==> config.mk <==
export PLATFORM = sky130hd
export DESIGN_NAME = websocket_frame_deframer_flat
export DESIGN_NICKNAME = d
export VERILOG_FILES = /design/src/hdl/wsd_pkg.sv /design/src/hdl/wsd_if.sv /design/src/hdl/websocket_frame_deframer.sv /design/src/hdl/wsd_in_reg.sv /design/src/hdl/wsd_parser.sv /design/src/flat_wrapper.sv
export SDC_FILE = /design/constraint.sdc
export NUM_CORES = 1
export LEC_CHECK = 0
export ABC_AREA = 1
export ABC_CLOCK_PERIOD_IN_PS = 2450
export CAP_MARGIN = 20
export CORE_MARGIN = 2
export CORE_UTILIZATION = 50
export CTS_CLUSTER_SIZE = 30
export DETAILED_ROUTE_END_ITERATION = 7
export DONT_BUFFER_PORTS = 1
export GPL_TIMING_DRIVEN = 0
export PLACE_DENSITY = 0.68
export SLEW_MARGIN = 20
export SYNTH_ARGS = -nofsm -noshare
export SYNTH_HDL_FRONTEND = slang
export SYNTH_HIERARCHICAL = 1
export SYNTH_SLANG_ARGS = --single-unit
==> constraint.sdc <==
create_clock -name i_clk -period 2.45 [get_ports i_clk]
set_input_delay 0.1225 -clock i_clk [delete_from_list [all_inputs] [get_ports i_clk]]
set_output_delay 0.1225 -clock i_clk [all_outputs]
set_load 0.005 [all_outputs]
==> src/hdl/wsd_pkg.sv <==
// ----------------------------------------------------------------------------
// WebSocket deframer package
// Shared types and constants for the frame parser and its channels.
// ----------------------------------------------------------------------------
package wsd_pkg;

    typedef enum logic [2:0] {
        PH_FIRST      = 3'd0,
        PH_LEN        = 3'd1,
        PH_EXT_HI     = 3'd2,
        PH_EXT_LO     = 3'd3,
        PH_MASK_SHORT = 3'd4,
        PH_MASK_LONG  = 3'd5,
        PH_PAYLOAD    = 3'd6,
        PH_DRAIN      = 3'd7
    } t_phase;

    typedef enum logic [1:0] {
        ST_OK      = 2'd0,
        ST_CLOSE   = 2'd1,
        ST_INVALID = 2'd2
    } t_status;

    localparam logic [3:0]  OPC_TEXT        = 4'h1;
    localparam logic [3:0]  OPC_BINARY      = 4'h2;
    localparam logic [3:0]  OPC_CLOSE       = 4'h8;
    localparam logic [6:0]  LEN_EXT16       = 7'd126;
    localparam logic [6:0]  LEN_EXT64       = 7'd127;
    localparam logic [15:0] MIN_PACKET      = 16'd2;
    localparam logic [15:0] MIN_DATA_PACKET = 16'd6;
    localparam logic [16:0] MASK_END_SHORT  = 17'd5;
    localparam logic [16:0] MASK_END_LONG   = 17'd7;
    localparam logic [16:0] POS_MAX         = 17'h1FFFF;

    typedef struct packed {
        logic [7:0]  data_byte;
        logic [15:0] packet_length;
        logic        packet_end;
    } t_item;

    typedef struct packed {
        logic       payload_valid;
        logic [7:0] payload_byte;
        logic       frame_done;
        logic [1:0] frame_status;
    } t_result;

endpackage

==> src/hdl/wsd_if.sv <==
// ----------------------------------------------------------------------------
// WebSocket deframer channels
// Valid/ready channels for received bytes and for parser results.
// ----------------------------------------------------------------------------
interface wsd_in_if import wsd_pkg::*; ();
    logic        valid;
    logic        ready;
    logic [7:0]  data_byte;
    logic [15:0] packet_length;
    logic        packet_end;

    modport source (output valid, data_byte, packet_length, packet_end, input ready);
    modport sink   (input valid, data_byte, packet_length, packet_end, output ready);
endinterface

interface wsd_out_if import wsd_pkg::*; ();
    logic       valid;
    logic       ready;
    logic       payload_valid;
    logic [7:0] payload_byte;
    logic       frame_done;
    logic [1:0] frame_status;

    modport source (output valid, payload_valid, payload_byte, frame_done, frame_status,
                    input ready);
    modport sink   (input valid, payload_valid, payload_byte, frame_done, frame_status,
                    output ready);
endinterface

==> src/hdl/websocket_frame_deframer.sv <==
// ----------------------------------------------------------------------------
// WebSocket frame deframer
// Parses one masked frame per packet and emits unmasked payload bytes with
// a single status result per packet.
// ----------------------------------------------------------------------------
// Each result is held in the input register and then in the result register.
// Throughput: one byte per cycle while the result channel is ready, set by the input and result registers.
// A byte that yields no result still passes through the parser.
// Reset is synchronous and active low; it returns the parser to the start
// of a packet and empties both registers.
module websocket_frame_deframer import wsd_pkg::*; (
    input  logic      i_clk,
    input  logic      i_rst_n,
    wsd_in_if.sink    i_in,
    wsd_out_if.source o_out
);

    t_item item;
    logic  item_valid;
    logic  item_take;

    wsd_in_reg u_in_reg (
        .i_clk        (i_clk),
        .i_rst_n      (i_rst_n),
        .i_in         (i_in),
        .o_item       (item),
        .o_item_valid (item_valid),
        .i_item_take  (item_take)
    );

    wsd_parser u_parser (
        .i_clk        (i_clk),
        .i_rst_n      (i_rst_n),
        .i_item       (item),
        .i_item_valid (item_valid),
        .o_item_take  (item_take),
        .o_out        (o_out)
    );

endmodule

==> src/hdl/wsd_in_reg.sv <==
// ----------------------------------------------------------------------------
// WebSocket deframer input register
// Captures one received byte per cycle while the parser keeps taking them, and holds it until the parser takes it.
// ----------------------------------------------------------------------------
module wsd_in_reg import wsd_pkg::*; (
    input  logic       i_clk,
    input  logic       i_rst_n,
    wsd_in_if.sink     i_in,
    output t_item      o_item,
    output logic       o_item_valid,
    input  logic       i_item_take
);

    logic  r_valid;
    logic  n_valid;
    t_item r_item;

    assign i_in.ready   = !r_valid || i_item_take;
    assign o_item       = r_item;
    assign o_item_valid = r_valid;

    always_comb begin
        n_valid = r_valid;
        if (i_in.ready) begin
            n_valid = i_in.valid;
        end
    end

    always_ff @(posedge i_clk) begin
        if (!i_rst_n) begin
            r_valid <= 1'b0;
        end else begin
            r_valid <= n_valid;
        end
    end

    always_ff @(posedge i_clk) begin
        if (i_in.ready && i_in.valid) begin
            r_item.data_byte     <= i_in.data_byte;
            r_item.packet_length <= i_in.packet_length;
            r_item.packet_end    <= i_in.packet_end;
        end
    end

endmodule

==> src/hdl/wsd_parser.sv <==
// ----------------------------------------------------------------------------
// WebSocket deframer header parser
// Decodes the frame header, keeps the mask key and unmasks payload bytes.
// ----------------------------------------------------------------------------
module wsd_parser import wsd_pkg::*; (
    input  logic       i_clk,
    input  logic       i_rst_n,
    input  t_item      i_item,
    input  logic       i_item_valid,
    output logic       o_item_take,
    wsd_out_if.source  o_out
);

    t_phase      r_phase;
    t_phase      n_phase;
    logic [16:0] r_pos;
    logic [16:0] n_pos;
    logic [15:0] r_count;
    logic [15:0] n_count;
    logic [7:0]  r_key [4];
    logic        r_out_valid;
    t_result     r_res;

    logic        adv;
    logic        done;
    t_status     status;
    logic        key_we;
    logic        pay_valid;
    logic [7:0]  pay_byte;
    logic [15:0] ext_len;
    logic [15:0] dec_count;

    assign adv         = i_item_valid && (!r_out_valid || o_out.ready);
    assign o_item_take = adv;
    assign ext_len     = {r_count[15:8], i_item.data_byte};
    assign dec_count   = r_count - 16'd1;

    always_comb begin
        n_phase = r_phase;
        n_count = r_count;
        n_pos   = r_pos;
        done    = 1'b0;
        status  = ST_OK;
        key_we  = 1'b0;
        unique case (r_phase)
            PH_FIRST: begin
                if (i_item.packet_length < MIN_PACKET) begin
                    done   = 1'b1;
                    status = ST_INVALID;
                end else if (!i_item.data_byte[7]) begin
                    done = 1'b1;
                end else if (i_item.data_byte[3:0] == OPC_CLOSE) begin
                    done   = 1'b1;
                    status = ST_CLOSE;
                end else if (i_item.data_byte[3:0] == OPC_TEXT ||
                             i_item.data_byte[3:0] == OPC_BINARY) begin
                    if (i_item.packet_length > MIN_DATA_PACKET) begin
                        n_phase = PH_LEN;
                    end else begin
                        done = 1'b1;
                    end
                end else begin
                    done = 1'b1;
                end
            end
            PH_LEN: begin
                if (i_item.data_byte[6:0] == LEN_EXT64) begin
                    done = 1'b1;
                end else if (i_item.data_byte[6:0] == LEN_EXT16) begin
                    n_phase = PH_EXT_HI;
                end else if ({9'd0, i_item.data_byte[6:0]} > i_item.packet_length) begin
                    done   = 1'b1;
                    status = ST_INVALID;
                end else begin
                    n_count = {9'd0, i_item.data_byte[6:0]};
                    n_phase = PH_MASK_SHORT;
                end
            end
            PH_EXT_HI: begin
                n_count = {i_item.data_byte, 8'h00};
                n_phase = PH_EXT_LO;
            end
            PH_EXT_LO: begin
                n_count = ext_len;
                if (ext_len > i_item.packet_length) begin
                    done   = 1'b1;
                    status = ST_INVALID;
                end else begin
                    n_phase = PH_MASK_LONG;
                end
            end
            PH_MASK_SHORT, PH_MASK_LONG: begin
                key_we = 1'b1;
                if ((r_phase == PH_MASK_SHORT && r_pos == MASK_END_SHORT) ||
                    (r_phase == PH_MASK_LONG && r_pos == MASK_END_LONG)) begin
                    if (r_count == 16'd0) begin
                        done = 1'b1;
                    end else begin
                        n_phase = PH_PAYLOAD;
                    end
                end
            end
            PH_PAYLOAD: begin
                n_count = dec_count;
                if (dec_count == 16'd0) begin
                    done = 1'b1;
                end
            end
            PH_DRAIN: begin
                n_phase = PH_DRAIN;
            end
        endcase

        // A packet that ends before its status was given still closes as ok.
        if (!done && i_item.packet_end && r_phase != PH_DRAIN) begin
            done = 1'b1;
        end
        if (done) begin
            n_phase = PH_DRAIN;
        end

        if (i_item.packet_end) begin
            n_pos   = 17'd0;
            n_phase = PH_FIRST;
            n_count = 16'd0;
        end else if (r_pos < POS_MAX) begin
            n_pos = r_pos + 17'd1;
        end
    end

    always_comb begin
        pay_valid = (r_phase == PH_PAYLOAD);
        pay_byte  = 8'h00;
        if (pay_valid) begin
            pay_byte = i_item.data_byte ^ r_key[r_pos[1:0]];
        end
    end

    always_ff @(posedge i_clk) begin
        if (!i_rst_n) begin
            r_phase     <= PH_FIRST;
            r_pos       <= 17'd0;
            r_count     <= 16'd0;
            r_out_valid <= 1'b0;
        end else begin
            if (adv) begin
                r_phase     <= n_phase;
                r_pos       <= n_pos;
                r_count     <= n_count;
                r_out_valid <= pay_valid || done;
            end else if (o_out.ready) begin
                r_out_valid <= 1'b0;
            end
        end
    end

    always_ff @(posedge i_clk) begin
        if (adv && key_we) begin
            r_key[r_pos[1:0]] <= i_item.data_byte;
        end
        if (adv) begin
            r_res.payload_valid <= pay_valid;
            r_res.payload_byte  <= pay_byte;
            r_res.frame_done    <= done;
            r_res.frame_status  <= done ? status : ST_OK;
        end
    end

    assign o_out.valid         = r_out_valid;
    assign o_out.payload_valid = r_res.payload_valid;
    assign o_out.payload_byte  = r_res.payload_byte;
    assign o_out.frame_done    = r_res.frame_done;
    assign o_out.frame_status  = r_res.frame_status;

    a_end_restarts: assert property (@(posedge i_clk) disable iff (!i_rst_n)
        adv && i_item.packet_end |=> r_phase == PH_FIRST && r_pos == 17'd0)
        else $error("packet end did not restart the parser");

    a_payload_only_in_payload: assert property (@(posedge i_clk) disable iff (!i_rst_n)
        adv && r_phase != PH_PAYLOAD |=> !(r_out_valid && r_res.payload_valid))
        else $error("payload byte emitted outside the payload phase");

    a_mask_position: assert property (@(posedge i_clk) disable iff (!i_rst_n)
        (r_phase == PH_MASK_SHORT || r_phase == PH_MASK_LONG) |-> r_pos <= MASK_END_LONG)
        else $error("mask key phase past the header");

    a_status_needs_done: assert property (@(posedge i_clk) disable iff (!i_rst_n)
        r_out_valid && !r_res.frame_done |-> r_res.frame_status == ST_OK)
        else $error("status set on a result that does not finish the frame");

endmodule
==> src/flat_wrapper.sv <==
// flat-port wrapper written by rule: the top's interface ports become plain ports
module websocket_frame_deframer_flat import wsd_pkg::*;
  (i_clk, i_rst_n, i_in_valid, i_in_data_byte, i_in_packet_length, i_in_packet_end, i_in_ready, o_out_valid, o_out_payload_valid, o_out_payload_byte, o_out_frame_done, o_out_frame_status, o_out_ready);
  wsd_in_if i_in_i ();
  wsd_out_if o_out_i ();
  input  logic i_clk;
  input  logic i_rst_n;
  input wire logic [$bits(i_in_i.valid)-1:0] i_in_valid;
  input wire logic [$bits(i_in_i.data_byte)-1:0] i_in_data_byte;
  input wire logic [$bits(i_in_i.packet_length)-1:0] i_in_packet_length;
  input wire logic [$bits(i_in_i.packet_end)-1:0] i_in_packet_end;
  output wire logic [$bits(i_in_i.ready)-1:0] i_in_ready;
  output wire logic [$bits(o_out_i.valid)-1:0] o_out_valid;
  output wire logic [$bits(o_out_i.payload_valid)-1:0] o_out_payload_valid;
  output wire logic [$bits(o_out_i.payload_byte)-1:0] o_out_payload_byte;
  output wire logic [$bits(o_out_i.frame_done)-1:0] o_out_frame_done;
  output wire logic [$bits(o_out_i.frame_status)-1:0] o_out_frame_status;
  input wire logic [$bits(o_out_i.ready)-1:0] o_out_ready;
  assign i_in_i.valid = i_in_valid;
  assign i_in_i.data_byte = i_in_data_byte;
  assign i_in_i.packet_length = i_in_packet_length;
  assign i_in_i.packet_end = i_in_packet_end;
  assign i_in_ready = i_in_i.ready;
  assign o_out_valid = o_out_i.valid;
  assign o_out_payload_valid = o_out_i.payload_valid;
  assign o_out_payload_byte = o_out_i.payload_byte;
  assign o_out_frame_done = o_out_i.frame_done;
  assign o_out_frame_status = o_out_i.frame_status;
  assign o_out_i.ready = o_out_ready;
  websocket_frame_deframer u_core (.i_clk(i_clk), .i_rst_n(i_rst_n), .i_in(i_in_i), .o_out(o_out_i));
endmodule
==> out/results.md, run 1 <==
| Quantity | Value |
|:---|:---|
| Final worst path period share | 92.8% |
| # Max-Cap Violations | 0 |
| Final-report hold violation count | 0 |
| Sink count of the clock tree | 109 |
| Critical-path cell list | a21boi_4, nand2_1, nor2_1 |
| Power density over the cells | 644 nW/um^2 |
| Fraction of met1 tracks used by global routing | 33.2% |
| TritonCTS Buffers | 9 |
| Net Count, Synth | 790 |
| Vias in the first global route | 4690 |
| Register area | 2870 um^2 |
| Top-Level Pins | 43 |
| Count of fill cells added during filler insertion | 1010 |
| Max-slew headroom at the worst pin | 49.8% |
| Summed instance area of the synthesized netlist | 5940 um^2 |
| Die Span Y | 113 um |
| Sum of negative setup slack | 0 ns |
| Setup repair after global routing missed its margin | no |
| Yosys synthesis warning count | 6 |
| Pin count of the biggest net entering global routing | 26 |
| Share of post-route cells with drive strength above 1 | 10.6% |
| Detail Route Antenna Nets | 0 |
| Placer's final routability congestion estimate | 0.938 |
| Status | finished, violations left |
| Layout Utilization | 59.3% |
| Total global routing track utilization | 23.9% |
| Min-Delay Endpoint | u_core/u_parser/r_pos[9] |
| Combined area of the multi-input logic cells | 2680 um^2 |
| Peak ir drop on the vdd network | 0.736 mV |
| FP Rows | 39 |
| 1st-pass router iterations | 7 |
| Initial detailed-routing violation count | 578 |
| Final global-route overflow total | 0 |
| Data required time at the worst endpoint | 2.45 ns |
| Total Nets Final | 842 |
| Routed vias | 5217 |
| Number of storage elements in the synthesis netlist | 109 |
| Slowest Stage Delay on Critical Path | 0.61 ns |
| Predominant post-synthesis flop cell | sky130_fd_sc_hd__edfxtp_1 |
| Number of instances on the worst hold path | 2 |
| Tightest Pin Transition | 0.751 ns |
| Critical Path Slowest Stage Cell | sky130_fd_sc_hd__nor2_1 |
| Final setup vio count | 0 |
| Total power after layout | 4.40 mW |
| Synthesized instance count | 739 |
| Synth async-reset ratio | 0% |
| Reg-to-reg setup timing slack | 0.18 ns |
| Port-buffer cells | 0 |
| CTS tree | yes |
| Die ar. | 12800 um^2 |
| Synthesis-to-layout area growth | 15.1% |
| Met3 Resource Use GR | 5.30% |
| Core footprint | 11500 um^2 |
| Avg Inst Size Synth | 8.03 um^2 |
| Static leakage | 2.85 nW |
| Failing checks | design-rule violations |
| Number of distinct library cell variants in the gate-level netlist after synthesis | 42 |
| Type of the worst setup path | reg -> reg |
| Reg2Reg Capture Point | u_core/u_parser/r_key[1][0] |
| Max Fclk | 440 MHz |
| Final worst-path setup slack | 0.176 ns |
| Initial Utilization | 51.5% |
| Number of buffers on the longest clock path | 2 |
| Arrival time of data at the critical path endpoint | 2.27 ns |
| Layer with the highest usage | met2 |
| Final Critical Period | 2.27 ns |
| Total routed wirelength | 15300 um |
| Startpoint of the most critical register-to-register path | u_core/u_in_reg/o_item_valid |
| Largest fanout of any net on the critical path | 11 |
| Post-DP Area | 6130 um^2 |
| Placement Setup Slack | -0.0212 ns |
| Root buffer cell | sky130_fd_sc_hd__clkbuf_16 |
| Wire per inst | 16.3 um |
| Via density per instance | 5.56 |
| Number of max-slew violations in the final report | 0 |
| Detailed placer's ending HPWL | 10500 um |
| Wire length of the first global-routing pass | 23600 um |
| Post-layout instance area | 6830 um^2 |
| Endpoint kind of the worst setup timing path | flip-flop |
| Met2 global-route usage | 37.5% |
| Initial antenna violation count | 0 |
| Clock skew after layout | 0.00998 ns |
| Die width | 113 um |
| CTS H-Tree Depth | 3 |
| Type of element launching the critical path | flip-flop |
| Clock-pin slew of the registers on the worst-case setup and hold paths | 0.08 ns |
| Part of the Yosys area used for sequential elements | 48.4% |
| Path depth of the worst reg2reg path | 3 |
| Antenna cell count | 0 |
| Remaining routing DRC violations | 2 |
| Number of flops mapped to enable cells by yosys | 69 |
| Min-Delay Startpoint | i_rst_n |
| Hold/Removal Path Class | in -> reg |
| Clk Latency, worst-skew pair | 0.36 ns |
[what timing repair did]
action	4_1_cts	5_1_grt
hold endpoints to repair	29	0
gates resized for setup	3	2
hold buffers	28	0
endpoints found under the setup margin	18	34
setup buffers	3	9
gates cloned	0	1
[metal layers]
metal  wire, um  share of wire (%)
met1       6850                 45
met2       6830                 45
met3       1190                7.7
met4        424                2.8
met5          0                  0
[through the flow]
step	hold WS, ns	cells
final	0.00277	939
after global routing	0.00165	939
after CTS	0.00678	929
after detailed placement	0.221	882
after global placement	0.221	882
after floorplan	0.221	739
[synth_stat cells, drive strengths merged, types with 8 or more instances]
cell	n	area share [%]
a21oi	54	4.6
inv	97	6.1
dfxtp	40	13
o21ai	53	4.5
o22ai	18	1.9
ha	22	4.6
nor2	124	9.1
nor3	8	0.84
edfxtp	69	35
nand2	161	11
nand3	56	5.1
[layout by cell type (no fill, tap or decap), drive strengths merged, types with 2 or more instances in the layout]
master	Yosys	layout
xnor2	2	2
a31oi	4	4
dfxtp	40	40
dlygate4sd3	0	28
nand4	5	5
o21ai	53	53
clkbuf	5	14
xor2	2	2
a21oi	54	54
nor3	8	8
a21boi	1	2
o22ai	18	18
ha	22	22
nor2	124	124
buf	5	17
inv	97	100
edfxtp	69	69
nand3	56	56
nand2	161	161
clkinv	3	7
[sequential cells by signal, indices dropped and copies added, names as in the netlist, named ones only]
signal	count
u_core/u_parser/o_out.valid	1
u_core/u_parser/o_out.payload_byte	8
u_core/u_parser/r_pos	17
u_core/u_parser/o_out.payload_valid	1
u_core/u_parser/r_key	32
u_core/u_parser/r_phase	3
u_core/u_parser/r_count	16
u_core/u_in_reg/o_item	25
u_core/u_parser/o_out.frame_done	1
u_core/u_in_reg/o_item_valid	1
u_core/u_parser/o_out.frame_status	2
[report_power, final]
part | switching (mW) | internal (mW) | leakage, nW
clock | 0.731 | 0.732 | 0.151
sequential | 0.0711 | 2.03 | 0.972
combinational | 0.554 | 0.287 | 1.73
total | 1.36 | 3.05 | 2.85
[worst max path at each step]
stage,start,endpoint,depth (start not counted)
CTS,u_core/u_in_reg/o_item_valid,u_core/u_parser/r_key[1][4],3
finish,u_core/u_in_reg/o_item_valid,u_core/u_parser/r_key[1][0],3
global route,u_core/u_in_reg/o_item[8],u_core/u_parser/r_phase[0],16
detailed placement,u_core/u_in_reg/o_item_valid,u_core/u_parser/r_key[2][2],3
global placement,u_core/u_in_reg/o_item_valid,u_core/u_in_reg/o_item[17],3
floorplan,u_core/u_in_reg/o_item_valid,u_core/u_in_reg/o_item[0],3
[cell families after synthesis]
logic type,share of synthesized area [%]
and+or+nand+nor,26.4
AOI/OAI and AO/OA,12.8
buffers and inverters,7.17
DFF,48.4
adders and majority gates,4.64
xor gates and xnor gates,0.590
[cell type report]
type                            instances  area share, %
Sequential cell                       109           42.0
Clock buffer                            9           3.30
Multi-Input combinational cell        521           39.2
Tap cell                              143           2.62
Timing Repair Buffer                   40           5.42
Buffer                                 10          0.732
Clock inverter                          7           1.23
Inverter                              100           5.49
[worst max-delay path, delay by kind of cell (launching register included)]
| family | cells | cell delay (ns) |
|---|---|---|
| AND/OR/NAND/NOR | 2 | 0.85 |
| flip-flops | 1 | 0.56 |
| AO/OA/AOI/OAI | 1 | 0.50 |
Power figures use the tool's default switching activity.
==> run 2: changes to the inputs <==
--- a/config.mk
+++ b/config.mk
@@ -6,15 +6,15 @@
 export NUM_CORES = 1
 export LEC_CHECK = 0
 export ABC_AREA = 1
-export ABC_CLOCK_PERIOD_IN_PS = 2450
+export ABC_CLOCK_PERIOD_IN_PS = 2950
 export CAP_MARGIN = 20
+export CORE_ASPECT_RATIO = 1.2
 export CORE_MARGIN = 2
 export CORE_UTILIZATION = 50
 export CTS_CLUSTER_SIZE = 30
 export DETAILED_ROUTE_END_ITERATION = 7
 export DONT_BUFFER_PORTS = 1
 export GPL_TIMING_DRIVEN = 0
-export PLACE_DENSITY = 0.68
 export SLEW_MARGIN = 20
 export SYNTH_ARGS = -nofsm -noshare
 export SYNTH_HDL_FRONTEND = slang
==> constraint.sdc (replaced) <==
create_clock -name i_clk -period 2.95 [get_ports i_clk]
set_input_delay 0.1475 -clock i_clk [delete_from_list [all_inputs] [get_ports i_clk]]
set_output_delay 0.1475 -clock i_clk [all_outputs]
set_load 0.005 [all_outputs]
==> run 2 against run 1 <==
Effect of this change:
- the run now ends clean
- via count is 2.2% lower
- register-to-register slack gained 0.08 ns
- fmax shrank 16%
- largest cell class unchanged
- sequential share of layout area up 0.73 points
- sequential cell count is the same
- first-iteration DRC count is 41% lower
==> out/results.md, run 2 (synthesis gave the netlist of run 1 again) <==
| Quantity | Value | Change |
|:---|:---|:---|
| Path depth of the worst reg2reg path | 14 | +11 |
| # Max-Cap Violations | 0 | unchanged |
| Initial antenna violation count | 0 | unchanged |
| Root buffer cell | sky130_fd_sc_hd__clkbuf_16 |  |
| Switching share of power | 28.6% | -2.2 points |
| Clk Latency, worst-skew pair | 0.35 ns | about the same |
| Top-Level Pins | 43 | unchanged |
| Static leakage | 2.78 nW | -2.5% |
| Number of instances on the worst hold path | 2 | unchanged |
| 1st-pass router iterations | 5 | -2 |
| Reg-to-reg setup timing slack | 0.25 ns | +0.08 ns |
| TritonCTS Buffers | 9 | unchanged |
| Final-report hold violation count | 0 | unchanged |
| FP Rows | 43 | +10% |
| Share of post-route cells with drive strength above 1 | 8.17% | -2.4 points |
| Endpoint kind of the worst setup timing path | flip-flop |  |
| Pin count of the biggest net entering global routing | 26 | unchanged |
| Total routed wirelength | 15300 um | +0.21% |
| Register share of total power | 48.9% | +1.3 points |
| Beginning of the critical path | u_core/u_in_reg/o_item[17] |  |
| Port-buffer cells | 0 | unchanged |
| Final global-route overflow total | 0 | unchanged |
| Via density per instance | 5.43 | -2.3% |
| Detail Route Antenna Nets | 0 | unchanged |
| Detailed placer's ending HPWL | 11100 um | +5.8% |
| Total Nets Final | 829 | -1.5% |
| Die ar. | 12800 um^2 | about the same |
| Final worst-path setup slack | 0.251 ns | +0.0753 ns |
| Routed vias | 5100 | -2.2% |
| Hold/Removal Path Class | in -> reg |  |
| Vias in the first global route | 4896 | +4.4% |
| Synthesis-to-layout area growth | 13.2% |  |
| Type of the worst setup path | reg -> reg |  |
| Total power after layout | 3.59 mW | -18% |
| Worst hold margin | 0.0660 ns | +0.0632 ns |
| Final setup vio count | 0 | unchanged |
| Power density over the cells | 535 nW/um^2 | -17% |
| Data required time at the worst endpoint | 3.18 ns | +0.73 ns |
| Antenna cell count | 0 | unchanged |
| Sink count of the clock tree | 109 | unchanged |
| Number of max-slew violations in the final report | 0 | unchanged |
| Arrival time of data at the critical path endpoint | 2.93 ns | +0.66 ns |
| Total global routing track utilization | 25.4% | +1.6 points |
| Commonest non-fill, non-tap cell in the layout | sky130_fd_sc_hd__nand2_1 |  |
| Wire per inst | 16.3 um | +0.10% |
| Buffers inserted by post-CTS timing repair | 0 | -3 |
| Peak ir drop on the vdd network | 0.360 mV | -51% |
| Type of element launching the critical path | flip-flop |  |
| Max Fclk | 371 MHz | -16% |
| Combinational cell fraction of total power | 18.3% | -0.8 points |
| Tightest Pin Transition | 0.870 ns | +0.119 ns |
| Status | finished clean |  |
| Placement Setup Slack | 0.286 ns | +0.307 ns |
| Setup repair after global routing missed its margin | no |  |
| Remaining routing DRC violations | 0 | -2 |
| Clock-pin slew of the registers on the worst-case setup and hold paths | 0.07 ns | about the same |
| Number of flip-flops under the largest register name | 32 | unchanged |
| Setup crit end | u_core/u_parser/r_count[4] |  |
| Die Span Y | 123 um | +9.2% |
| Initial Utilization | 51.3% | -0.23 points |
| Largest fanout of any net on the critical path | 10 | -1 |
| Commonest cells after routing, fill and taps aside | 153 x sky130_fd_sc_hd__nand2_1, 108 x sky130_fd_sc_hd__nor2_1, 85 x sky130_fd_sc_hd__inv_1 |  |
| Reg2Reg Capture Point | u_core/u_parser/r_count[4] |  |
| Pint | 2.57 mW | -16% |
| Final Critical Period | 2.70 ns | +0.425 ns |
| Placer's final routability congestion estimate | 0.925 | -1.5% |
| CTS Hold Buffers Added | 28 | unchanged |
| Max-slew headroom at the worst pin | 41.8% | -8.0 points |
| Core footprint | 11600 um^2 | +0.45% |
| Initial detailed-routing violation count | 343 | -41% |
| Wire length of the first global-routing pass | 24300 um | +2.9% |
| Die width | 103 um | -8.4% |
| Clock skew after layout | 0.00962 ns | -0.000355 ns |
| Final worst path period share | 91.5% | -1.3 points |
| Cells resized by post-CTS repair | 0 | -3 |
| Net switching power | 1.03 mW | -24% |
| Share of power burned in the clock network | 32.8% | -0.4 points |
| Startpoint of the most critical register-to-register path | u_core/u_in_reg/o_item[17] |  |
| CTS H-Tree Depth | 3 | unchanged |
| Number of buffers on the longest clock path | 2 | unchanged |
| CTS tree | yes |  |
[run 2: changes by cell type in the layout (fill, tap and decap cells not counted), moves of 2 or more]
cell / before / now
sky130_fd_sc_hd__buf_4: 15 / 3
sky130_fd_sc_hd__inv_8: 3 / 0
sky130_fd_sc_hd__nor2_1: 105 / 108
sky130_fd_sc_hd__nor2_2: 14 / 11
sky130_fd_sc_hd__clkinv_8: 2 / 0
[run 2: power groups by stage]
stage / registers (mW) / logic [mW] / clock network [mW]
2_1_floorplan: 1.76 / 0.483 / 0
3_3_place_gp: 1.79 / 0.601 / 0
3_5_place_dp: 1.79 / 0.614 / 0
4_1_cts: 1.76 / 0.649 / 1.21
5_1_grt: 1.77 / 0.735 / 1.27
6_report: 1.76 / 0.658 / 1.18
[run 2: worst min-delay path by stage]
stage,from,end,slack [ns]
final,i_rst_n,u_core/u_parser/r_pos[6],0.07
after global routing,i_rst_n,u_core/u_parser/r_pos[6],0.05
after CTS,i_rst_n,u_core/u_parser/r_pos[6],0.05
after detailed placement,i_in_packet_length[11],u_core/u_in_reg/o_item[12],0.25
after global placement,i_in_packet_length[4],u_core/u_in_reg/o_item[5],0.25
after floorplan,i_in_packet_end,u_core/u_in_reg/o_item[0],0.25
[run 2: worst max-delay path, stage by stage, from the launching register on]
cell and delay, ns:
sky130_fd_sc_hd__edfxtp_1 0.60, sky130_fd_sc_hd__inv_1 0.20, sky130_fd_sc_hd__ha_1 0.32, sky130_fd_sc_hd__nand2_1 0.04, sky130_fd_sc_hd__nor2_1 0.16, sky130_fd_sc_hd__nand2_1 0.08, sky130_fd_sc_hd__nand2_1 0.06, sky130_fd_sc_hd__inv_1 0.03
sky130_fd_sc_hd__nand2_1 0.09, sky130_fd_sc_hd__a21oi_1 0.07, sky130_fd_sc_hd__a21oi_1 0.21, sky130_fd_sc_hd__nand2_1 0.13, sky130_fd_sc_hd__buf_2 0.20, sky130_fd_sc_hd__o21ai_0 0.32, sky130_fd_sc_hd__nor2_1 0.06
[run 2: cell type report]
type                    instances  area [um^2]
inverters                     100          375
clock inverters                 6         63.8
plain buffers                  10         50.0
repair buffers                 28          280
flip-flops and latches        109         2870
multi-input cells             520         2650
clock buffers                  10          229
fillers                      1046         4850
well taps                     157          196
[run 2: through the flow]
step           utilization [%]  std cells  setup TNS [ns]  instance area [um^2]
6_report                  58.1        940               0                  6720
5_1_grt                   58.1        940               0                  6720
4_1_cts                   58.1        940               0                  6720
3_5_place_dp              53.1        896               0                  6140
3_3_place_gp              53.0        896           -8.25                  6130
2_1_floorplan                -        739               0                  5940
[run 2: per-layer routing]
| metal | vias up | track usage, % | wire [um] |
|---|---|---|---|
| met4 | 0 | 9.21 | 389 |
| met3 | 25 | 5.60 | 746 |
| met5 | - | 0 | 0 |
| li1 | 2550 | - | - |
| met1 | 2381 | 31.4 | 6540 |
| met2 | 144 | 43.4 | 7650 |
==> run 3: changes to the inputs <==
--- a/config.mk
+++ b/config.mk
@@ -8,10 +8,11 @@
 export ABC_AREA = 1
 export ABC_CLOCK_PERIOD_IN_PS = 2950
 export CAP_MARGIN = 20
-export CORE_ASPECT_RATIO = 1.2
+export CORE_ASPECT_RATIO = 0.8
 export CORE_MARGIN = 2
 export CORE_UTILIZATION = 50
-export CTS_CLUSTER_SIZE = 30
+export CTS_BUF_LIST = sky130_fd_sc_hd__clkbuf_2
+export CTS_CLUSTER_SIZE = 24
 export DETAILED_ROUTE_END_ITERATION = 7
 export DONT_BUFFER_PORTS = 1
 export GPL_TIMING_DRIVEN = 0
==> run 3 against run 2 <==
Effect of this change:
- final cell count shrank 0.74%
- clock power fell by 39%
- sequential cell count is the same
- largest power group unchanged
- highest routed layer unchanged
==> out/results.md, run 3 (synthesis gave the netlist of run 1 again) <==
| Quantity | Value | Change |
|:---|:---|:---|
| Status | finished clean |  |
| FP Rows | 35 | -19% |
| Tightest Pin Transition | 0.849 ns | -0.0209 ns |
| CTS H-Tree Depth | 3 | unchanged |
| Placement Setup Slack | 0.424 ns | +0.138 ns |
| Worst hold margin | 0.113 ns | +0.0470 ns |
| TritonCTS Buffers | 9 | unchanged |
| Clock-pin slew of the registers on the worst-case setup and hold paths | 0.33 ns | +0.26 ns |
| Static leakage | 2.72 nW | -1.9% |
| Number of buffers on the longest clock path | 2 | unchanged |
| Remaining routing DRC violations | 0 | unchanged |
| Vias in the first global route | 4786 | -2.2% |
| Wire length of the first global-routing pass | 23100 um | -4.6% |
| Peak ir drop on the vdd network | 0.270 mV | -25% |
| Root buffer cell | sky130_fd_sc_hd__clkbuf_2 |  |
| Die width | 126 um | +22% |
| Beginning of the critical path | u_core/u_in_reg/o_item[17] |  |
| Layout Utilization | 56.9% | -1.1 points |
| Min-Delay Startpoint | i_in_packet_length[12] |  |
| Buffers inserted by post-CTS timing repair | 0 | unchanged |
| Final Critical Period | 2.57 ns | -0.129 ns |
| Wire per inst | 15.6 um | -4.6% |
| CTS tree | yes |  |
| Commonest non-fill, non-tap cell in the layout | sky130_fd_sc_hd__nand2_1 |  |
| Max-slew headroom at the worst pin | 43.2% | +1.4 points |
| Final global-route overflow total | 0 | unchanged |
| Initial detailed-routing violation count | 392 | +14% |
| Final setup vio count | 0 | unchanged |
| Via density per instance | 5.40 | -0.51% |
| Commonest cells after routing, fill and taps aside | 153 x sky130_fd_sc_hd__nand2_1, 108 x sky130_fd_sc_hd__nor2_1, 85 x sky130_fd_sc_hd__inv_1 |  |
| Clock skew after layout | 0.0317 ns | +0.0220 ns |
| Final-report hold violation count | 0 | unchanged |
| Detail Route Antenna Nets | 0 | unchanged |
| Die ar. | 12800 um^2 | about the same |
| Arrival time of data at the critical path endpoint | 3.15 ns | +0.22 ns |
| Total power after layout | 3.14 mW | -13% |
| Startpoint of the most critical register-to-register path | u_core/u_in_reg/o_item[17] |  |
| 1st-pass router iterations | 5 | unchanged |
| Placer's final routability congestion estimate | 0.899 | -2.8% |
| Clk Latency, worst-skew pair | 0.63 ns | +0.28 ns |
| Cells resized by post-CTS repair | 0 | unchanged |
| Core footprint | 11600 um^2 | about the same |
| Total routed wirelength | 14500 um | -5.3% |
| Type of the worst setup path | reg -> reg |  |
| Share of post-route cells with drive strength above 1 | 8.54% | +0.36 points |
| Post-DP Area | 6160 um^2 | +0.26% |
| Routed vias | 5036 | -1.3% |
| Detailed placer's ending HPWL | 10500 um | -5.2% |
| Hold/Removal Path Class | in -> reg |  |
| Top-Level Pins | 43 | unchanged |
| Final worst path period share | 87.1% | -4.4 points |
| Total global routing track utilization | 23.0% | -2.5 points |
| Total Nets Final | 831 | +0.24% |
| Count of fill cells added during filler insertion | 1082 | +3.4% |
| Max Fclk | 389 MHz | +5.0% |
| Setup repair after global routing missed its margin | no |  |
| Data required time at the worst endpoint | 3.53 ns | +0.35 ns |
| # Max-Cap Violations | 0 | unchanged |
| Die Span Y | 101 um | -18% |
| Initial Utilization | 51.3% | about the same |
| Port-buffer cells | 0 | unchanged |
| Number of max-slew violations in the final report | 0 | unchanged |
| Sink count of the clock tree | 109 | unchanged |
| Largest fanout of any net on the critical path | 10 | unchanged |
| Final worst-path setup slack | 0.380 ns | +0.129 ns |
| Type of element launching the critical path | flip-flop |  |
| Synthesis-to-layout area growth | 10.9% |  |
| Antenna cell count | 0 | unchanged |
| Endpoint kind of the worst setup timing path | flip-flop |  |
| Initial antenna violation count | 0 | unchanged |
| Power density over the cells | 478 nW/um^2 | -11% |
| Pin count of the biggest net entering global routing | 26 | unchanged |
| Post-layout instance area | 6580 um^2 | -2.0% |
| Number of flip-flops under the largest register name | 32 | unchanged |
## run 3: cell types whose count changed in the layout (fill, tap and decap cells not counted), sizes merged
| cell | before | now |
|---|---|---|
| buf | 5 | 6 |
| bufinv | 1 | 0 |
| clkbuf | 15 | 14 |
| clkinv | 7 | 6 |
| clkinvlp | 1 | 2 |
| dlygate4sd3 | 28 | 29 |
| inv | 97 | 99 |
## run 3: worst max-delay path, cell delays in order, from the launching register on
cell and delay, ns:
sky130_fd_sc_hd__edfxtp_1 0.66, sky130_fd_sc_hd__inv_1 0.19, sky130_fd_sc_hd__ha_1 0.31, sky130_fd_sc_hd__nand2_1 0.04, sky130_fd_sc_hd__nor2_1 0.14, sky130_fd_sc_hd__nand2_1 0.07
sky130_fd_sc_hd__nand2_1 0.06, sky130_fd_sc_hd__inv_1 0.04, sky130_fd_sc_hd__nand2_1 0.10, sky130_fd_sc_hd__a21oi_1 0.07, sky130_fd_sc_hd__a21oi_1 0.22, sky130_fd_sc_hd__nand2_1 0.14
sky130_fd_sc_hd__buf_2 0.20, sky130_fd_sc_hd__o21ai_0 0.23, sky130_fd_sc_hd__nor2_1 0.06
## run 3: layout make-up
cell class	count	area [um^2]	area share (%)
multi-input cells	520	2650	40.2
inverters	100	375	5.70
repair buffers	30	318	4.83
clock inverters	7	88.8	1.35
well taps	148	185	2.81
plain buffers	10	50.0	0.760
clock buffers	9	45.0	0.684
flip-flops and latches	109	2870	43.6
## run 3: path summary, 6_finish.rpt
kind                                      to  slack [ns]  depth (start not counted)
setup / recovery  u_core/u_parser/r_count[4]        0.38                         14
hold reg to reg    u_core/u_parser/r_pos[11]        0.52                          1
hold / removal    u_core/u_in_reg/o_item[13]        0.11                          1
setup reg to reg  u_core/u_parser/r_count[4]        0.38                         14
## run 3: stage by stage
stage / setup TNS (ns) / instances
after floorplan: 0 / 739
after global placement: -10.30 / 887
after detailed placement: 0 / 888
after CTS: 0 / 933
after global routing: 0 / 933
final: 0 / 933
## run 3: repair_timing
item	4_1_cts	5_1_grt
hold buffers	29	0
endpoints found under the hold margin	102	0
setup endpoints to repair	0	0
## run 3: metal layers
layer,GRT usage [%],up-vias,part of all wire [%]
met2,39.5,141,47
met5,0,-,0
met3,4.07,28,5.0
met4,7.61,0,1.9
li1,-,2542,-
met1,29.9,2325,46
## run 3: where the power goes
part | internal [mW] | leakage [nW] | switching (mW)
logic | 0.231 | 1.68 | 0.435
registers | 1.69 | 0.972 | 0.0715
clock network | 0.149 | 0.0702 | 0.570
